[config.mk]
export PLATFORM = sky130hd
export DESIGN_NAME = stepper_wave_drive_sequencer_flat
export DESIGN_NICKNAME = d
export VERILOG_FILES = /design/src/rtl/swds_pkg.sv /design/src/rtl/swds_cmd_if.sv /design/src/rtl/swds_res_if.sv /design/src/rtl/stepper_wave_drive_sequencer.sv /design/src/flat_wrapper.sv
export SDC_FILE = /design/constraint.sdc
export NUM_CORES = 1
export LEC_CHECK = 0
export ABC_AREA = 1
export BUFFER_PORTS_ARGS = -buffer_cell sky130_fd_sc_hd__buf_2
export CORE_ASPECT_RATIO = 1.25
export CORE_UTILIZATION = 35
export CTS_CLUSTER_SIZE = 20
export DETAILED_ROUTE_END_ITERATION = 12
export GPL_ROUTABILITY_DRIVEN = 0
export PLACE_DENSITY = 0.49
export SYNTH_ARGS = -nofsm -noshare
export SYNTH_HDL_FRONTEND = slang
export SYNTH_SLANG_ARGS = --single-unit
[constraint.sdc]
create_clock -name clk_i -period 9.2 [get_ports clk_i]
set_clock_uncertainty 0.15 [all_clocks]
set_input_delay 1.38 -clock clk_i [delete_from_list [all_inputs] [get_ports clk_i]]
set_output_delay 1.38 -clock clk_i [all_outputs]
set_load 0.05 [all_outputs]
[src/rtl/swds_pkg.sv]
`timescale 1ns / 1ps
// ----------------------------------------------------------------------------
// swds_pkg - stepper wave drive sequencer package
// Field widths, command and status codes, and default constants.
// ----------------------------------------------------------------------------
package swds_pkg;

  localparam int unsigned KIND_W    = 1;
  localparam int unsigned DIR_W     = 2;
  localparam int unsigned ANGLE_W   = 16;
  localparam int unsigned COILS_W   = 4;
  localparam int unsigned STATUS_W  = 2;
  localparam int unsigned TICKS_W   = 16;
  localparam int unsigned STEPS_W   = 17;

  localparam int unsigned STEPS_PER_REV_DEF = 512;
  localparam int unsigned DEG_PER_REV       = 360;

  localparam logic [TICKS_W-1:0] PHASE_TICKS_RST = TICKS_W'(1);
  localparam logic [STEPS_W-1:0] STEPS_MAX       = {STEPS_W{1'b1}};

  localparam logic [KIND_W-1:0] KIND_TICK = 1'b0;
  localparam logic [KIND_W-1:0] KIND_MOVE = 1'b1;

  typedef enum logic [STATUS_W-1:0] {
    STATUS_NONE    = 2'd0,
    STATUS_ACCEPT  = 2'd1,
    STATUS_BUSY    = 2'd2,
    STATUS_BAD_DIR = 2'd3
  } status_e;

endpackage

[src/rtl/swds_cmd_if.sv]
`timescale 1ns / 1ps
// ----------------------------------------------------------------------------
// swds_cmd_if - input item channel
// Valid/ready channel carrying one tick or move command per item.
// ----------------------------------------------------------------------------
interface swds_cmd_if;
  logic                          valid;
  logic                          ready;
  logic [swds_pkg::KIND_W-1:0]   kind;
  logic [swds_pkg::DIR_W-1:0]    direction;
  logic [swds_pkg::ANGLE_W-1:0]  angle;

  modport source (output valid, output kind, output direction, output angle, input ready);
  modport sink   (input valid, input kind, input direction, input angle, output ready);
endinterface

[src/rtl/swds_res_if.sv]
`timescale 1ns / 1ps
// ----------------------------------------------------------------------------
// swds_res_if - result item channel
// Valid/ready channel carrying coil drive and move status per item.
// ----------------------------------------------------------------------------
interface swds_res_if;
  logic                           valid;
  logic                           ready;
  logic [swds_pkg::COILS_W-1:0]   coils;
  logic                           busy_res;
  logic                           done_res;
  logic [swds_pkg::STATUS_W-1:0]  status;

  modport source (output valid, output coils, output busy_res, output done_res,
                  output status, input ready);
  modport sink   (input valid, input coils, input busy_res, input done_res,
                  input status, output ready);
endinterface

[src/rtl/stepper_wave_drive_sequencer.sv]
`timescale 1ns / 1ps
// An item is held in the input register, then its result in the result register.
// Throughput: one item per cycle while the result side takes results; the state
// update is a single pass from the input register to the result register, and
// the angle-to-step division is a reciprocal multiply in that same pass.
// Reset: all coils off, idle, phase_ticks = 1, both pipeline stages empty.
// ----------------------------------------------------------------------------
// stepper_wave_drive_sequencer - four-phase wave drive stepper sequencer
// Takes tick and move items, energizes one coil at a time, reports status.
// ----------------------------------------------------------------------------
module stepper_wave_drive_sequencer #(
  parameter int unsigned STEPS_PER_REV = swds_pkg::STEPS_PER_REV_DEF
) (
  input  logic                          clk_i,
  input  logic                          rst_ni,
  input  logic                          cfg_we_i,
  input  logic [swds_pkg::TICKS_W-1:0]  cfg_wdata_i,
  swds_cmd_if.sink                      item_i,
  swds_res_if.source                    result_o
);

  // angle * STEPS_PER_REV, formed at the port and held in the input register
  localparam int unsigned PROD_W = swds_pkg::ANGLE_W + $clog2(STEPS_PER_REV + 1);
  // 360 = 8 * 45: drop three bits, then divide by 45 with a reciprocal
  localparam int unsigned X_W    = PROD_W - 3;
  localparam int unsigned DIV_K  = X_W + 6;
  localparam int unsigned MULT_W = DIV_K - 5;
  localparam longint unsigned MULT_L = ((64'd1 << DIV_K) + 64'd44) / 64'd45;
  localparam logic [MULT_W-1:0] MULT = MULT_W'(MULT_L);
  localparam int unsigned WIDE_W = X_W + MULT_W;
  localparam int unsigned EXT_W  = X_W + swds_pkg::STEPS_W;

  // --------------------------------------------------------------------------
  // Handshake: input register feeds the result register each cycle the result
  // side can take an item.
  // --------------------------------------------------------------------------
  logic in_valid_q;
  logic out_valid_q;
  logic adv;

  assign adv          = in_valid_q && (!out_valid_q || result_o.ready);
  assign item_i.ready = !in_valid_q || adv;
  assign result_o.valid = out_valid_q;

  // Input register payload
  logic [swds_pkg::KIND_W-1:0] kind_q;
  logic [swds_pkg::DIR_W-1:0]  dir_q;
  logic [PROD_W-1:0]           prod_q;

  // Move state
  logic [swds_pkg::TICKS_W-1:0] phase_ticks_q;
  logic [swds_pkg::STEPS_W-1:0] steps_q, steps_d;
  logic [1:0]                   phase_q, phase_d;
  logic [swds_pkg::TICKS_W-1:0] wait_q, wait_d;
  logic                         reverse_q, reverse_d;
  logic [swds_pkg::COILS_W-1:0] coil_q, coil_d;
  logic                         moving_q, moving_d;

  // Result register payload
  logic [swds_pkg::COILS_W-1:0]  res_coils_q;
  logic                          res_busy_q;
  logic                          res_done_q;
  logic [swds_pkg::STATUS_W-1:0] res_status_q;

  // --------------------------------------------------------------------------
  // Step count: floor(prod / 360), saturated to the step counter width.
  // --------------------------------------------------------------------------
  logic [X_W-1:0]                x_val;
  logic [WIDE_W-1:0]             wide;
  logic [X_W-1:0]                quot;
  logic [EXT_W-1:0]              quot_ext;
  logic [swds_pkg::STEPS_W-1:0]  steps_sat;

  assign x_val    = prod_q[PROD_W-1:3];
  assign wide     = WIDE_W'(x_val) * WIDE_W'(MULT);
  assign quot     = X_W'(wide >> DIV_K);
  assign quot_ext = EXT_W'(quot);
  assign steps_sat = (quot_ext > EXT_W'(swds_pkg::STEPS_MAX)) ? swds_pkg::STEPS_MAX
                                                               : quot_ext[swds_pkg::STEPS_W-1:0];

  // --------------------------------------------------------------------------
  // Per-item state update
  // --------------------------------------------------------------------------
  logic [swds_pkg::TICKS_W-1:0] wait_next;
  logic [1:0]                   coil_idx;
  logic                         done;
  swds_pkg::status_e            status;

  assign wait_next = wait_q + swds_pkg::TICKS_W'(1);
  assign coil_idx  = reverse_q ? (2'd3 - phase_q) : phase_q;

  always_comb begin
    steps_d   = steps_q;
    phase_d   = phase_q;
    wait_d    = wait_q;
    reverse_d = reverse_q;
    coil_d    = coil_q;
    moving_d  = moving_q;
    done      = 1'b0;
    status    = swds_pkg::STATUS_NONE;
    if (kind_q == swds_pkg::KIND_MOVE) begin
      if (moving_q) begin
        // busy check comes before the direction check
        status = swds_pkg::STATUS_BUSY;
      end else if (dir_q[1]) begin
        status = swds_pkg::STATUS_BAD_DIR;
      end else begin
        status    = swds_pkg::STATUS_ACCEPT;
        reverse_d = dir_q[0];
        phase_d   = 2'd0;
        wait_d    = '0;
        steps_d   = steps_sat;
        if (steps_sat == '0) begin
          done = 1'b1;
        end else begin
          moving_d = 1'b1;
        end
      end
    end else if (moving_q) begin
      // fire on reaching phase_ticks; a zero setting fires every tick
      if ((wait_next >= phase_ticks_q) || (wait_next == '0)) begin
        coil_d  = swds_pkg::COILS_W'(1) << coil_idx;
        wait_d  = '0;
        phase_d = phase_q + 2'd1;
        if (phase_q == 2'd3) begin
          steps_d = steps_q - swds_pkg::STEPS_W'(1);
          if (steps_d == '0) begin
            moving_d = 1'b0;
            done     = 1'b1;
          end
        end
      end else begin
        wait_d = wait_next;
      end
    end
  end

  // --------------------------------------------------------------------------
  // Control and state registers
  // --------------------------------------------------------------------------
  always_ff @(posedge clk_i or negedge rst_ni) begin
    if (!rst_ni) begin
      in_valid_q    <= 1'b0;
      out_valid_q   <= 1'b0;
      phase_ticks_q <= swds_pkg::PHASE_TICKS_RST;
      steps_q       <= '0;
      phase_q       <= 2'd0;
      wait_q        <= '0;
      reverse_q     <= 1'b0;
      coil_q        <= '0;
      moving_q      <= 1'b0;
    end else begin
      if (cfg_we_i) begin
        phase_ticks_q <= cfg_wdata_i;
      end
      // hold an item in the input register until the result side frees up
      if (item_i.ready) begin
        in_valid_q <= item_i.valid;
      end
      if (adv) begin
        out_valid_q <= 1'b1;
        steps_q     <= steps_d;
        phase_q     <= phase_d;
        wait_q      <= wait_d;
        reverse_q   <= reverse_d;
        coil_q      <= coil_d;
        moving_q    <= moving_d;
      end else if (result_o.ready) begin
        out_valid_q <= 1'b0;
      end
    end
  end

  // Payload registers: capture the item with its scaled angle, and the result
  always_ff @(posedge clk_i) begin
    if (item_i.valid && item_i.ready) begin
      kind_q <= item_i.kind;
      dir_q  <= item_i.direction;
      prod_q <= PROD_W'(item_i.angle) * PROD_W'(STEPS_PER_REV);
    end
    if (adv) begin
      res_coils_q  <= coil_d;
      res_busy_q   <= moving_d;
      res_done_q   <= done;
      res_status_q <= status;
    end
  end

  assign result_o.coils    = res_coils_q;
  assign result_o.busy_res = res_busy_q;
  assign result_o.done_res = res_done_q;
  assign result_o.status   = res_status_q;

endmodule

[src/flat_wrapper.sv]
// flat-port wrapper written by rule: the top's interface ports become plain ports
module stepper_wave_drive_sequencer_flat 
#(
  parameter int unsigned STEPS_PER_REV = swds_pkg::STEPS_PER_REV_DEF
)
  (clk_i, rst_ni, cfg_we_i, cfg_wdata_i, item_i_valid, item_i_kind, item_i_direction, item_i_angle, item_i_ready, result_o_valid, result_o_coils, result_o_busy_res, result_o_done_res, result_o_status, result_o_ready);
  swds_cmd_if item_i_i ();
  swds_res_if result_o_i ();
  input  logic clk_i;
  input  logic rst_ni;
  input  logic cfg_we_i;
  input  logic [swds_pkg::TICKS_W-1:0] cfg_wdata_i;
  input wire logic [$bits(item_i_i.valid)-1:0] item_i_valid;
  input wire logic [$bits(item_i_i.kind)-1:0] item_i_kind;
  input wire logic [$bits(item_i_i.direction)-1:0] item_i_direction;
  input wire logic [$bits(item_i_i.angle)-1:0] item_i_angle;
  output wire logic [$bits(item_i_i.ready)-1:0] item_i_ready;
  output wire logic [$bits(result_o_i.valid)-1:0] result_o_valid;
  output wire logic [$bits(result_o_i.coils)-1:0] result_o_coils;
  output wire logic [$bits(result_o_i.busy_res)-1:0] result_o_busy_res;
  output wire logic [$bits(result_o_i.done_res)-1:0] result_o_done_res;
  output wire logic [$bits(result_o_i.status)-1:0] result_o_status;
  input wire logic [$bits(result_o_i.ready)-1:0] result_o_ready;
  assign item_i_i.valid = item_i_valid;
  assign item_i_i.kind = item_i_kind;
  assign item_i_i.direction = item_i_direction;
  assign item_i_i.angle = item_i_angle;
  assign item_i_ready = item_i_i.ready;
  assign result_o_valid = result_o_i.valid;
  assign result_o_coils = result_o_i.coils;
  assign result_o_busy_res = result_o_i.busy_res;
  assign result_o_done_res = result_o_i.done_res;
  assign result_o_status = result_o_i.status;
  assign result_o_i.ready = result_o_ready;
  stepper_wave_drive_sequencer #(.STEPS_PER_REV(STEPS_PER_REV)) u_core (.clk_i(clk_i), .rst_ni(rst_ni), .cfg_we_i(cfg_we_i), .cfg_wdata_i(cfg_wdata_i), .item_i(item_i_i), .result_o(result_o_i));
endmodule
Yosys cells after proc, flatten, opt, wreduce, memory -nomap -nowiden
Index checks and enable logic that the tools add are counted.

Bits in registers: 86. Logic and storage cells: 91. Input bits: 40. Output and inout port bits: 10.

Shift-type cells: 1. Multipliers: 1. $add $sub $neg: 4. Mux-type cells: 41. Equal/unequal tests: 3. Reduce and logical (&&, ||, !) cells: 19. $lt $le $gt $ge: 2. Bitwise gates (word level): 3.

Operators with widths (count): $mux 17 (7); $mux 16 (5); $mul 16x24->40 const B (1); $logic_not 17->1 (2); $gt 18x17->1 const B (1); $mux 1 (18); $sub 17x1->17 const B (1); $add 16x1->16 const B (1); $ge 16x16->1 (1); $logic_not 16->1 (1); $mux 2 (8); $mux 4 (3); $reduce_and 4->1 (2); $reduce_bool 2->1 (4); $reduce_and 6->1 (1); $reduce_and 5->1 (1); $ne 2x2->1 const B (2); $shl 1x2->4 const A (1); $logic_or 1x1->1 (3); $not 1->1 (3); $add 2x1->2 const B (1); $eq 2x2->1 const B (1); $logic_and 1x1->1 (2); $logic_not 1->1 (2); other kinds (2) (2).

Logic depth before layout (Yosys ltp)
Gate-level depths: netlist (run 1).

Word-level depth: 8. Depth in mapped cells: 29. Mapped depth without buffers: 29.

Worst setup path after synthesis (run 1)
OpenSTA, ideal clock, no wires.

Path kind: register to register. Start: register u_core.prod_q[24]. End: register u_core.res_busy_q (netlist: u_core.result_o.busy_res), data pin. Cell stages (with the launch flop): 27. Clock period less this slack: 5.583 ns. Buffers on the path: 0. Path slack: 3.617 ns. Setup time: 0.255 ns. Data required time: 8.795 ns. Arrival time: 5.178 ns. Cell sequence: edfxtp_1 > ha_1 > fa_1 > inv_1 > fa_1 > inv_1 > fa_1 > fa_1 > inv_1 > fa_1 > inv_1 > ha_1 > nand2_1 > inv_1 > nand2_1 > nand2_1 > a21oi_1 > nor2_1 > nor2_1 > nand2_1 > nand2_1 > nand2_1 > nor2_1 > nand3_1 > nor2_1 > nand3_1 > and2_1.

Cells in the longest elaborated chain, start to end: 8.

Ends and longest elaborated chain: from (decl) (RTL line stepper_wave_drive_sequencer.sv:48) `logic [PROD_W-1:0] prod_q;`; from (signal assigned) (RTL line stepper_wave_drive_sequencer.sv:179) `prod_q <= PROD_W'(item_i.angle) * PROD_W'(STEPS_PER_REV);`; $mul 16x24->40 * (RTL line stepper_wave_drive_sequencer.sv:75) `assign wide = WIDE_W'(x_val) * WIDE_W'(MULT);`; $gt 18x17->1 (RTL line stepper_wave_drive_sequencer.sv:78) `assign steps_sat = (quot_ext > EXT_W'(swds_pkg::STEPS_MAX)) ? swds_pkg::STEPS_MAX`; $mux 17 * (RTL line stepper_wave_drive_sequencer.sv:78); $logic_not 17->1 * (RTL line stepper_wave_drive_sequencer.sv:113) `if (steps_sat == '0) begin`; $mux 1 * (RTL line stepper_wave_drive_sequencer.sv:113); $mux 1 * (RTL line stepper_wave_drive_sequencer.sv:105) `end else if (dir_q[1]) begin`; $mux 1 * (RTL line stepper_wave_drive_sequencer.sv:102) `if (moving_q) begin`; $mux 1 * (RTL line stepper_wave_drive_sequencer.sv:101) `if (kind_q == swds_pkg::KIND_MOVE) begin`; named net u_core.moving_d (RTL line stepper_wave_drive_sequencer.sv:57) `logic moving_q, moving_d;`; to (signal assigned) (RTL line stepper_wave_drive_sequencer.sv:183) `res_busy_q <= moving_d;`; to (decl) (RTL line stepper_wave_drive_sequencer.sv:61) `logic res_busy_q;`.

The timed path passes the listed nets; every way through them passes the cells marked *. A chain may end at the register's enable or synchronous reset.

Worst setup path after layout (run 1)
Start: register u_core.prod_q[19]. End: register u_core.res_busy_q (netlist: u_core.result_o.busy_res), data pin.

Same word-level chain as after synthesis.

==> out/qor.yml, run 1 <==
global_route:
  busiest_layer: "met2"
  grt_pass1_vias: 8771
  grt_pass1_wl_mm: 45.7
  grt.overflow.total: 0
  grt_usage_pct: 19.6
  grt_max_degree: 60
  grt_use_met2_pct: 35.3
  grt_util_met3_pct: 3.00
  use_met1_pct: 23.4
  antenna_found_initial: 1
floorplanning:
  die_w_um: 157
  rows: 70
  die_area_mm2: 0.0308
  io_pins: 50
  die_h_um: 196
  start_util_pct: 35.8
  core_mm2: 0.0294
route:
  totalWireLength_mm: 28.5
  num_vias: 8647
  viasPerCell: 4.67
  drt_iter0_drc: 340
  drtPass1Iterations: 5
  ant_nets: 0
  routedWlPerCell_um: 15.4
  drc: 0
logic_synthesis:
  syn-cell-area_mm2: 0.0105
  ys_types: 45
  yosysTopAreaCellShare_pct: 17.2
  syn_nets: 1675
  synth_area_per_cell_um2: 7.52
  async_flop_share_pct: 68.6
  synthCells: 1403
  yosys.area.top_type: "ha_1"
  ys_ff_latch: 86
  synth_edf_count: 27
  yosys_warnings: 0
  yosys_most_used_dff: "dfrtp_1"
  ys_seq_area_share_pct: 21.7
  synthTopCellsByArea: "ha_1 (17%), fa_1 (17%), dfrtp_1 (14%), nand2_1 (12%), inv_1 (12%)"
  synth.most_common_cell: "nand2_1"
  synth_commonest_cells: "nand2_1 (349), inv_1 (324), ha_1 (145)"
timing:
  rsz0062_at_grt: "false"
  setup_tns_ns: 0
  finalCritPeriodShare_pct: 66.3
  maxSlewViolCount: 0
  hold_viol: 0
  setup_ws_ns: 3.10
  period_needed_ns: 6.10
  max_slew_margin_pct: 33.3
  max_freq_mhz: 164
  setup_violations: 0
  tightest_slew_ns: 0.999
clocking:
  post_cts_resized: 0
  clkSinkCount: 86
  max-clock-path-buffers: 2
  clkTransAtPathRegs_ns: 0.08
  cts_root_buf: "clkbuf_16"
  clock_latency_ns: 0.37
  cts_setup_buffers: 0
  holdBufCountCts: 0
  numCtsBuffers: 9
  htreeDepth: 3
  cts_tree: "done"
cells_and_area:
  drive_gt1_share_pct: 6.39
  fill_cells: 3146
  synthToLayoutAreaGrowth_pct: 9.18
  final_nets: 1722
  finish.instance_area_mm2: 0.0115
setup_path:
  start_kind: "register"
  arrival_ns: 6.09
  crit_type: "register to register"
  endpoint_kind: "register"
  cp_max_fo: 5
  required_ns: 9.19
placed_design:
  place_ws_ns: 3.08
  place_hpwl_mm: 24.4
  place.port_buffers: 49
  place_area_mm2: 0.0112
run_status:
  outcome: "finished, final reports clean"
flow_run:
  maxCapViolCount: 0
worst_hold_path:
  min_path_type: "register to register"
layout make-up:
| type | instances | area, µm² | share of cell area [%] |
|---|---|---|---|
| inverter | 329 | 1240 | 10.7 |
| antenna | 1 | 2.50 | 0.0217 |
| clock buffer | 11 | 254 | 2.21 |
| multi-input combinational | 974 | 6940 | 60.3 |
| sequential | 86 | 2290 | 19.9 |
| clock inverter | 5 | 40.0 | 0.348 |
| tap | 396 | 495 | 4.30 |
| timing repair buffer | 50 | 253 | 2.20 |
registers in the layout (all words and copies together), names as in the netlist, 4 cells and up:
signal	cells
u_core.wait_q	16
u_core.prod_q	16
u_core.phase_ticks_q	16
u_core.coil_q	4
u_core.steps_q	17
u_core.result_o.coils	4
through the flow:
stage	std cells	utilization (%)	hold slack, ns
floorplan	1403	-	0.299
global placement	1835	38.1	0.319
detailed placement	1835	38.1	0.320
CTS	1851	39.1	0.339
global route	1851	39.1	0.351
finish	1852	39.1	0.337
kinds of logic (layout without fill, tap and decap cells):
kind of cell	Yosys count	in the layout	synth area share [%]
adder cells (fa/ha/maj)	232	232	33.7
multiplexers	2	2	0.214
AO/OA/AOI/OAI	134	134	7.24
other	0	1	0
XOR/XNOR	18	18	1.50
buffers and inverters	343	395	12.5
flip-flops	86	86	21.7
AND/OR/NAND/NOR	588	588	23.2
cell usage in the layout (no fill, tap or decap), drive strengths merged:
master	n
nor4	2
o22ai	2
nand2	356
clkbuf	11
nand4	14
xnor2	8
nor2	128
nor3	12
and2	2
o21ai	74
a21oi	38
a31oi	8
edfxtp	27
a21boi	2
diode	1
dfrtp	58
ha	145
a21o	1
dfstp	1
mux2	2
a2111oi	1
nand3b	6
nand3	68
clkinv	4
o31ai	2
inv	329
fa	87
o21bai	5
a211oi	1
clkinvlp	1
xor2	10
buf	50
routing by layer:
layer,share of wire [%],vias to the layer above
met4,2.7,0
li1,-,4427
met1,42,4044
met5,0,-
met3,3.2,41
met2,52,135
worst paths after layout:
path	startpoint	endpoint	slack [ns]	depth (start not counted)
worst max register to register	u_core.prod_q[19]$_DFFE_PP_	u_core.result_o.busy_res$_DFFE_PP_	3.10	26
worst min-delay path	u_core.coil_q[0]$_DFFE_PN0P_	u_core.coil_q[0]$_DFFE_PN0P_	0.34	2
worst min register to register	u_core.coil_q[0]$_DFFE_PN0P_	u_core.coil_q[0]$_DFFE_PN0P_	0.34	2
worst max-delay path	u_core.prod_q[19]$_DFFE_PP_	u_core.result_o.busy_res$_DFFE_PP_	3.10	26
max in group asynchronous	rst_ni	u_core.steps_q[5]$_DFFE_PN0P_	7.34	2
min in group asynchronous	rst_ni	u_core.phase_ticks_q[13]$_DFFE_PN0P_	1.03	2
critical path, cell delays in order, from the launching register on:
cell	delay (ns)
edfxtp_1	0.54
ha_1	0.40
fa_1	0.50
inv_1	0.06
fa_1	0.53
inv_1	0.09
fa_1	0.54
fa_1	0.55
inv_1	0.05
fa_1	0.53
inv_1	0.04
ha_1	0.31
nand2_1	0.12
inv_1	0.05
nand2_1	0.07
nand2_1	0.10
a21oi_1	0.25
nor2_1	0.07
nor2_1	0.13
nand2_1	0.06
nand2_1	0.06
nand2_1	0.10
nor2_1	0.11
nand3_1	0.08
nor2_1	0.13
nand3_1	0.11
and2_1	0.15
Power of run 1 is not shown: default switching activity piles up to over one toggle a cycle in this logic, so the estimate is an artifact.
==> inputs of run 2 (changes only) <==
- ABC_AREA: 1 -> 0
- PLACE_DENSITY: 0.49 -> 0.51
- clock period: 9.2 -> 5.2 ns (I/O delays scaled with it)
==> run 2 against run 1 <==
- synthesized cell count shrank 20%
- the flow now finishes with violations (setup timing)
- worst setup slack got worse by 4.1 ns
- flip-flop and latch count stayed put
- synthesized area down 2.2%
- clock-buffer cell count down 2
- critical path depth down 3
- critical endpoint is now u_core.result_o.done_res$_DFFE_PP_
- first-iteration DRC count is 14% lower
- maximum frequency decreased by 1.4%
==> out/qor.yml, run 2 <==
timing:
  max_slew_margin_pct: 40.6  # +7.3 points
  max_freq_mhz: 162  # -1.4%
  setup_ws_ns: -0.991  # -4.09 ns
  hold_slack_ns: 0.353  # +0.0160 ns
  setup_violations: 20  # +20
  finalCritPeriodShare_pct: 119  # +53 points
  tightest_slew_ns: 0.892  # -0.108 ns
  rsz0062_at_grt: "true"
  period_needed_ns: 6.19  # +0.0865 ns
  maxSlewViolCount: 0  # unchanged
  hold_viol: 0  # unchanged
global_route:
  busiest_layer: "met2"
  use_met1_pct: 22.1  # -1.2 points
  grt_util_met3_pct: 1.86  # -1.1 points
  grt.overflow.total: 0  # unchanged
  grt_usage_pct: 20.5  # +0.87 points
  antenna_found_initial: 0  # -1
  grt_max_degree: 60  # unchanged
  grt_use_met2_pct: 39.7  # +4.4 points
  grt_pass1_vias: 9168  # +4.5%
  grt_pass1_wl_mm: 47.7  # +4.2%
route:
  drtPass1Iterations: 4  # -1
  ant_nets: 0  # unchanged
  routedWlPerCell_um: 16.8  # +9.4%
  drc: 0  # unchanged
  num_vias: 8741  # +1.1%
  drt_iter0_drc: 294  # -14%
  totalWireLength_mm: 29.5  # +3.5%
  viasPerCell: 4.99  # +6.9%
logic_synthesis:
  syn-cell-area_mm2: 0.0103  # -2.2%
  synth_compound_area_share_pct: 15.3  # +8.1 points
  synthCells: 1128  # -20%
  synth_area_per_cell_um2: 9.14  # +22%
  synth_commonest_cells: "inv_1 (191), ha_1 (145), nand2_1 (98)"
  yosys.area.top_type: "ha_1"
  synth.most_common_cell: "inv_1"
  synth_top_family_by_area: "adder cells"
  yosysTopAreaCellShare_pct: 17.6  # +0.39 points
  synthSimpleGateAreaFrac_pct: 14.2  # -9.0 points
  synthTopCellsByArea: "ha_1 (18%), fa_1 (17%), dfrtp_1 (14%), edfxtp_1 (7.9%), inv_1 (7.0%)"
  yosys_most_used_dff: "dfrtp_1"
  ys_seq_area_share_pct: 22.2  # +0.49 points
  synth_fa_ha_area_share_pct: 34.5  # +0.77 points
  yosys_warnings: 0  # unchanged
  ys_types: 87  # +93%
  synthMuxAreaShare_pct: 2.49  # +2.3 points
  syn_nets: 1400  # -16%
  ys_ff_latch: 86  # unchanged
  async_flop_share_pct: 68.6  # unchanged
  synthXorXnorAreaFrac_pct: 2.29  # +0.80 points
  synth_edf_count: 27  # unchanged
cells_and_area:
  largest_register: "u_core.steps_q"
  fin_util_pct: 46.3  # +7.1 points
  final_cell_mix: "buf_4 (203), inv_1 (182), ha_1 (128)"
  antennaDiodeCount: 0  # -1
  synthToLayoutAreaGrowth_pct: 28.6
  final_common_cell: "buf_4"
  drive_gt1_share_pct: 29.2  # +23 points
  final_nets: 1628  # -5.5%
  largest_reg_flops: 17  # unchanged
clocking:
  clkTransAtPathRegs_ns: 0.08  # about the same
  holdBufCountCts: 0  # unchanged
  cts_tree: "done"
  max-clock-path-buffers: 2  # unchanged
  clock_latency_ns: 0.36  # about the same
  cts_root_buf: "clkbuf_16"
  htreeDepth: 3  # unchanged
  numCtsBuffers: 9  # unchanged
  clkSinkCount: 86  # unchanged
flow_run:
  maxCapViolCount: 0  # unchanged
floorplanning:
  core_mm2: 0.0287  # -2.6%
  rows: 69  # -1.4%
  start_util_pct: 36.0  # +0.14 points
  die_w_um: 156  # -1.1%
  die_area_mm2: 0.0302  # -2.2%
  die_h_um: 194  # -1.1%
  io_pins: 50  # unchanged
setup_path:
  arrival_ns: 6.16  # +0.07 ns
  endpoint_kind: "register"
  start_kind: "register"
  path_common_cell: "fa_1"
  critPathSlowestCell: "fa_1"
  required_ns: 5.17  # -4.02 ns
  worstPathCellList: "ha_1 > inv_1 > fa_1 > fa_1 > inv_2 > fa_1 > inv_1 > fa_1 > fa_1 > inv_2 > ha_4 > buf_4 > buf_6 > nand2_1 > o21ai_2 > a21oi_4 > a2111oi_4 > nor2_1 > o21bai_1 > xor2_1 > nor4_2 > buf_4 > a22o_1"
  crit_type: "register to register"
  cp_max_fo: 4  # -1
  cp_slowest_stage_delay_ns: 0.53  # -0.02 ns
run_status:
  violations: "setup timing"
  outcome: "complete, but fails checks"
placed_design:
  place_hpwl_mm: 24.5  # +0.66%
  place_ws_ns: -1.20  # -4.28 ns
  place.port_buffers: 49  # unchanged
worst_hold_path:
  min_path_type: "register to register"
==> run 2: cell types whose count changed after synthesis, moves of 12 or more <==
| cell | delta |
|---|---|
| nand2_1 | -251 |
| inv_1 | -133 |
| nor2_1 | -76 |
| xnor2_1 | +15 |
| a31oi_1 | +12 |
| a21oi_1 | +16 |
| a21o_1 | +12 |
| clkbuf_1 | +12 |
| nand3_1 | -36 |
==> run 2: critical path, delay by kind of cell, from the launching register on <==
kind	cells	cell delay [ns]
AO/OA/AOI/OAI	5	1.11
XOR/XNOR	1	0.27
adder cells (fa/ha/maj)	7	3.03
buffers and inverters	7	0.61
flip-flops	1	0.45
AND/OR/NAND/NOR	3	0.32
==> run 2: cell type report <==
cell class              instances  area, µm²
clock buffers                   9        225
clock inverters                 7       75.1
flip-flops and latches         86       2290
repair buffers                259       1850
fillers                      2841      15400
inverters                     192        721
multi-input cells             808       7610
well taps                     390        488
==> run 2: cell families (layout without fill, tap and decap cells) <==
group,after synthesis,count (layout)
and+or+nand+nor,287,287
AOI/OAI and AO/OA,238,238
buffers and inverters,234,467
adders and majority gates,232,232
DFF,86,86
xor gates and xnor gates,27,27
muxes,24,24
==> run 2: routing by layer <==
layer  vias up  wire length, µm  share of wire, %
met5         -                0                 0
met4         0             1230               4.2
met3        61              476               1.6
met2       118            16300                55
met1      4210            11500                39
li1       4352                -                 -
==> run 2: path summary, 6_finish.rpt <==
kind	endpoint	slack, ns	startpoint	cells past startpoint
max	u_core.result_o.done_res$_DFFE_PP_	-0.99	u_core.prod_q[22]$_DFFE_PP_	23
min	u_core.coil_q[3]$_DFFE_PN0P_	0.35	u_core.coil_q[3]$_DFFE_PN0P_	1
max reg2reg	u_core.result_o.done_res$_DFFE_PP_	-0.99	u_core.prod_q[22]$_DFFE_PP_	23
min reg2reg	u_core.coil_q[3]$_DFFE_PN0P_	0.35	u_core.coil_q[3]$_DFFE_PN0P_	1
max in group asynchronous	u_core.phase_q[1]$_DFFE_PN0P_	3.91	rst_ni	2
min in group asynchronous	u_core.steps_q[2]$_DFFE_PN0P_	0.43	rst_ni	2
==> run 2: what timing repair did <==
item                       4_1_cts  5_1_grt
pin swaps                       12       24
resized for setup               53       37
setup endpoints to repair       20       20
setup buffers                   14        8
==> run 2: metrics by stage <==
step                area, µm²  TNS (ns)  cells
detailed placement      12400    -11.39   1714
finish                  13300     -8.86   1751
CTS                     13100     -8.87   1744
global placement        12400    -10.66   1714
global route            13300    -13.83   1751
floorplan               10500     -2.45   1128
Power of run 2 is left out for the same reason.
==> inputs of run 3 (changes only) <==
- RECOVER_POWER: not set -> 100
==> run 3 against run 2 <==
- the run ends with capacitance limit, slew limit, setup timing left
- cell count stayed put
- core utilization is 0.087 points lower
- routed wire length hardly changed
- first-iteration DRC count is 2.7% higher
- sequential share of layout area hardly changed
- via count is 0.22% higher
- critical path depth stayed put
- global-route usage stayed put
==> out/qor.yml, run 3 (synthesized netlist as in run 2, its figures left out) <==
run_status:
  outcome: "complete, but fails checks"
  violations: "capacitance limit, slew limit, setup timing"
clocking:
  numCtsBuffers: 9  # unchanged
  cts_root_buf: "clkbuf_16"
  clkSinkCount: 86  # unchanged
  cts_tree: "done"
  max-clock-path-buffers: 2  # unchanged
  clock_latency_ns: 0.36  # about the same
  holdBufCountCts: 0  # unchanged
  clkTransAtPathRegs_ns: 0.08  # about the same
  htreeDepth: 3  # unchanged
floorplanning:
  start_util_pct: 36.0  # unchanged
  core_mm2: 0.0287  # unchanged
  rows: 69  # unchanged
  die_area_mm2: 0.0302  # unchanged
  die_h_um: 194  # unchanged
  die_w_um: 156  # unchanged
  io_pins: 50  # unchanged
cells_and_area:
  fill_cells: 2846  # +0.18%
  final_common_cell: "buf_4"
  drive_gt1_share_pct: 28.1  # -1.0 points
  final_cell_mix: "buf_4 (200), inv_1 (182), ha_1 (128)"
  largest_reg_flops: 17  # unchanged
  fin_util_pct: 46.2  # -0.087 points
  multi_input_area_mm2: 0.00761  # unchanged
  finalNonFillerCells: 1751  # unchanged
  antennaDiodeCount: 0  # unchanged
  largest_register: "u_core.steps_q"
  synthToLayoutAreaGrowth_pct: 28.4
  final_nets: 1628  # unchanged
  finish.instance_area_mm2: 0.0132  # -0.19%
  regArea_mm2: 0.00229  # unchanged
timing:
  finalCritPeriodShare_pct: 119  # about the same
  period_needed_ns: 6.19  # +0.00280 ns
  hold_slack_ns: 0.353  # +0.000238 ns
  tightest_slew_ns: 3.42  # +2.53 ns
  max_slew_margin_pct: -128  # -170 points
  setup_ws_ns: -0.993  # -0.00280 ns
  hold_viol: 0  # unchanged
  rsz0062_at_grt: "true"
  max_freq_mhz: 161  # about the same
  maxSlewViolCount: 60  # +60
  setup_violations: 20  # unchanged
global_route:
  use_met1_pct: 22.1  # unchanged
  grt_pass1_wl_mm: 47.7  # unchanged
  grt_usage_pct: 20.5  # unchanged
  grt_pass1_vias: 9168  # unchanged
  grt_max_degree: 60  # unchanged
  antenna_found_initial: 0  # unchanged
  grt_use_met2_pct: 39.7  # unchanged
  grt.overflow.total: 0  # unchanged
  busiest_layer: "met2"
  grt_util_met3_pct: 1.86  # unchanged
placed_design:
  place.port_buffers: 49  # unchanged
  place_area_mm2: 0.0124  # unchanged
  placed_cells: 1714  # unchanged
  place_hpwl_mm: 24.5  # unchanged
route:
  routedWlPerCell_um: 16.8  # about the same
  totalWireLength_mm: 29.5  # about the same
  ant_nets: 0  # unchanged
  drtPass1Iterations: 5  # +1
  drc: 0  # unchanged
  drt_iter0_drc: 302  # +2.7%
  num_vias: 8760  # +0.22%
  viasPerCell: 5.00  # +0.22%
setup_path:
  path_common_cell: "fa_1"
  arrival_ns: 6.16  # about the same
  endpoint_kind: "register"
  start_kind: "register"
  worstPathCellList: "ha_1 > inv_1 > fa_1 > fa_1 > inv_2 > fa_1 > inv_1 > fa_1 > fa_1 > inv_2 > ha_4 > buf_4 > buf_6 > nand2_1 > o21ai_2 > a21oi_4 > a2111oi_4 > nor2_1 > o21bai_1 > xor2_1 > nor4_2 > buf_4 > a22o_1"
  cp_max_fo: 4  # unchanged
  worst-path-buf-inv: 7  # unchanged
  ff2ff_path_depth: 23  # unchanged
  critPathSlowestCell: "fa_1"
  cp_top_family: "adder cells"
  required_ns: 5.17  # about the same
  cp_slowest_stage_delay_ns: 0.53  # about the same
  path_depth: 23  # unchanged
  crit_type: "register to register"
worst_hold_path:
  min_path_cells: 1  # unchanged
  min_path_type: "register to register"
flow_run:
  maxCapViolCount: 1  # +1
run 3: cell count changes in the layout (fill, tap and decap cells not counted), sizes merged:
cell and delta:
clkbuf +14, buf -14
run 3: worst paths after layout:
path	startpoint	endpoint	slack [ns]
worst max-delay path	u_core.prod_q[22]$_DFFE_PP_	u_core.result_o.done_res$_DFFE_PP_	-0.99
worst min register to register	u_core.coil_q[3]$_DFFE_PN0P_	u_core.coil_q[3]$_DFFE_PN0P_	0.35
min in group asynchronous	rst_ni	u_core.steps_q[2]$_DFFE_PN0P_	1.51
max in group asynchronous	rst_ni	u_core.phase_q[1]$_DFFE_PN0P_	1.44
worst max register to register	u_core.prod_q[22]$_DFFE_PP_	u_core.result_o.done_res$_DFFE_PP_	-0.99
worst min-delay path	u_core.coil_q[3]$_DFFE_PN0P_	u_core.coil_q[3]$_DFFE_PN0P_	0.35
run 3: metrics by stage:
step / setup TNS [ns] / setup slack, ns
final: -9.06 / -0.993
after global routing: -14.06 / -1.31
after CTS: -8.87 / -0.991
after detailed placement: -11.39 / -1.20
after global placement: -10.66 / -1.15
after floorplan: -2.45 / -0.640
run 3: routing by layer:
layer	share of wire (%)	up-vias
li1	-	4352
met1	39	4228
met2	55	117
met3	1.5	63
met4	4.2	0
met5	0	-
run 3: area by class of cell:
| type | count | area share, % |
|---|---|---|
| Tap cell | 390 | 3.69 |
| Timing Repair Buffer | 259 | 13.8 |
| Inverter | 192 | 5.45 |
| Clock buffer | 9 | 1.70 |
| Multi-Input combinational cell | 808 | 57.5 |
| Sequential cell | 86 | 17.3 |
| Clock inverter | 7 | 0.567 |
run 3: timing repair:
action	in CTS	in global routing
setup buffers	14	8
gates resized for setup	53	37
pin swaps	12	24
setup endpoints to repair	20	20
Power of run 3 is left out for the same reason.
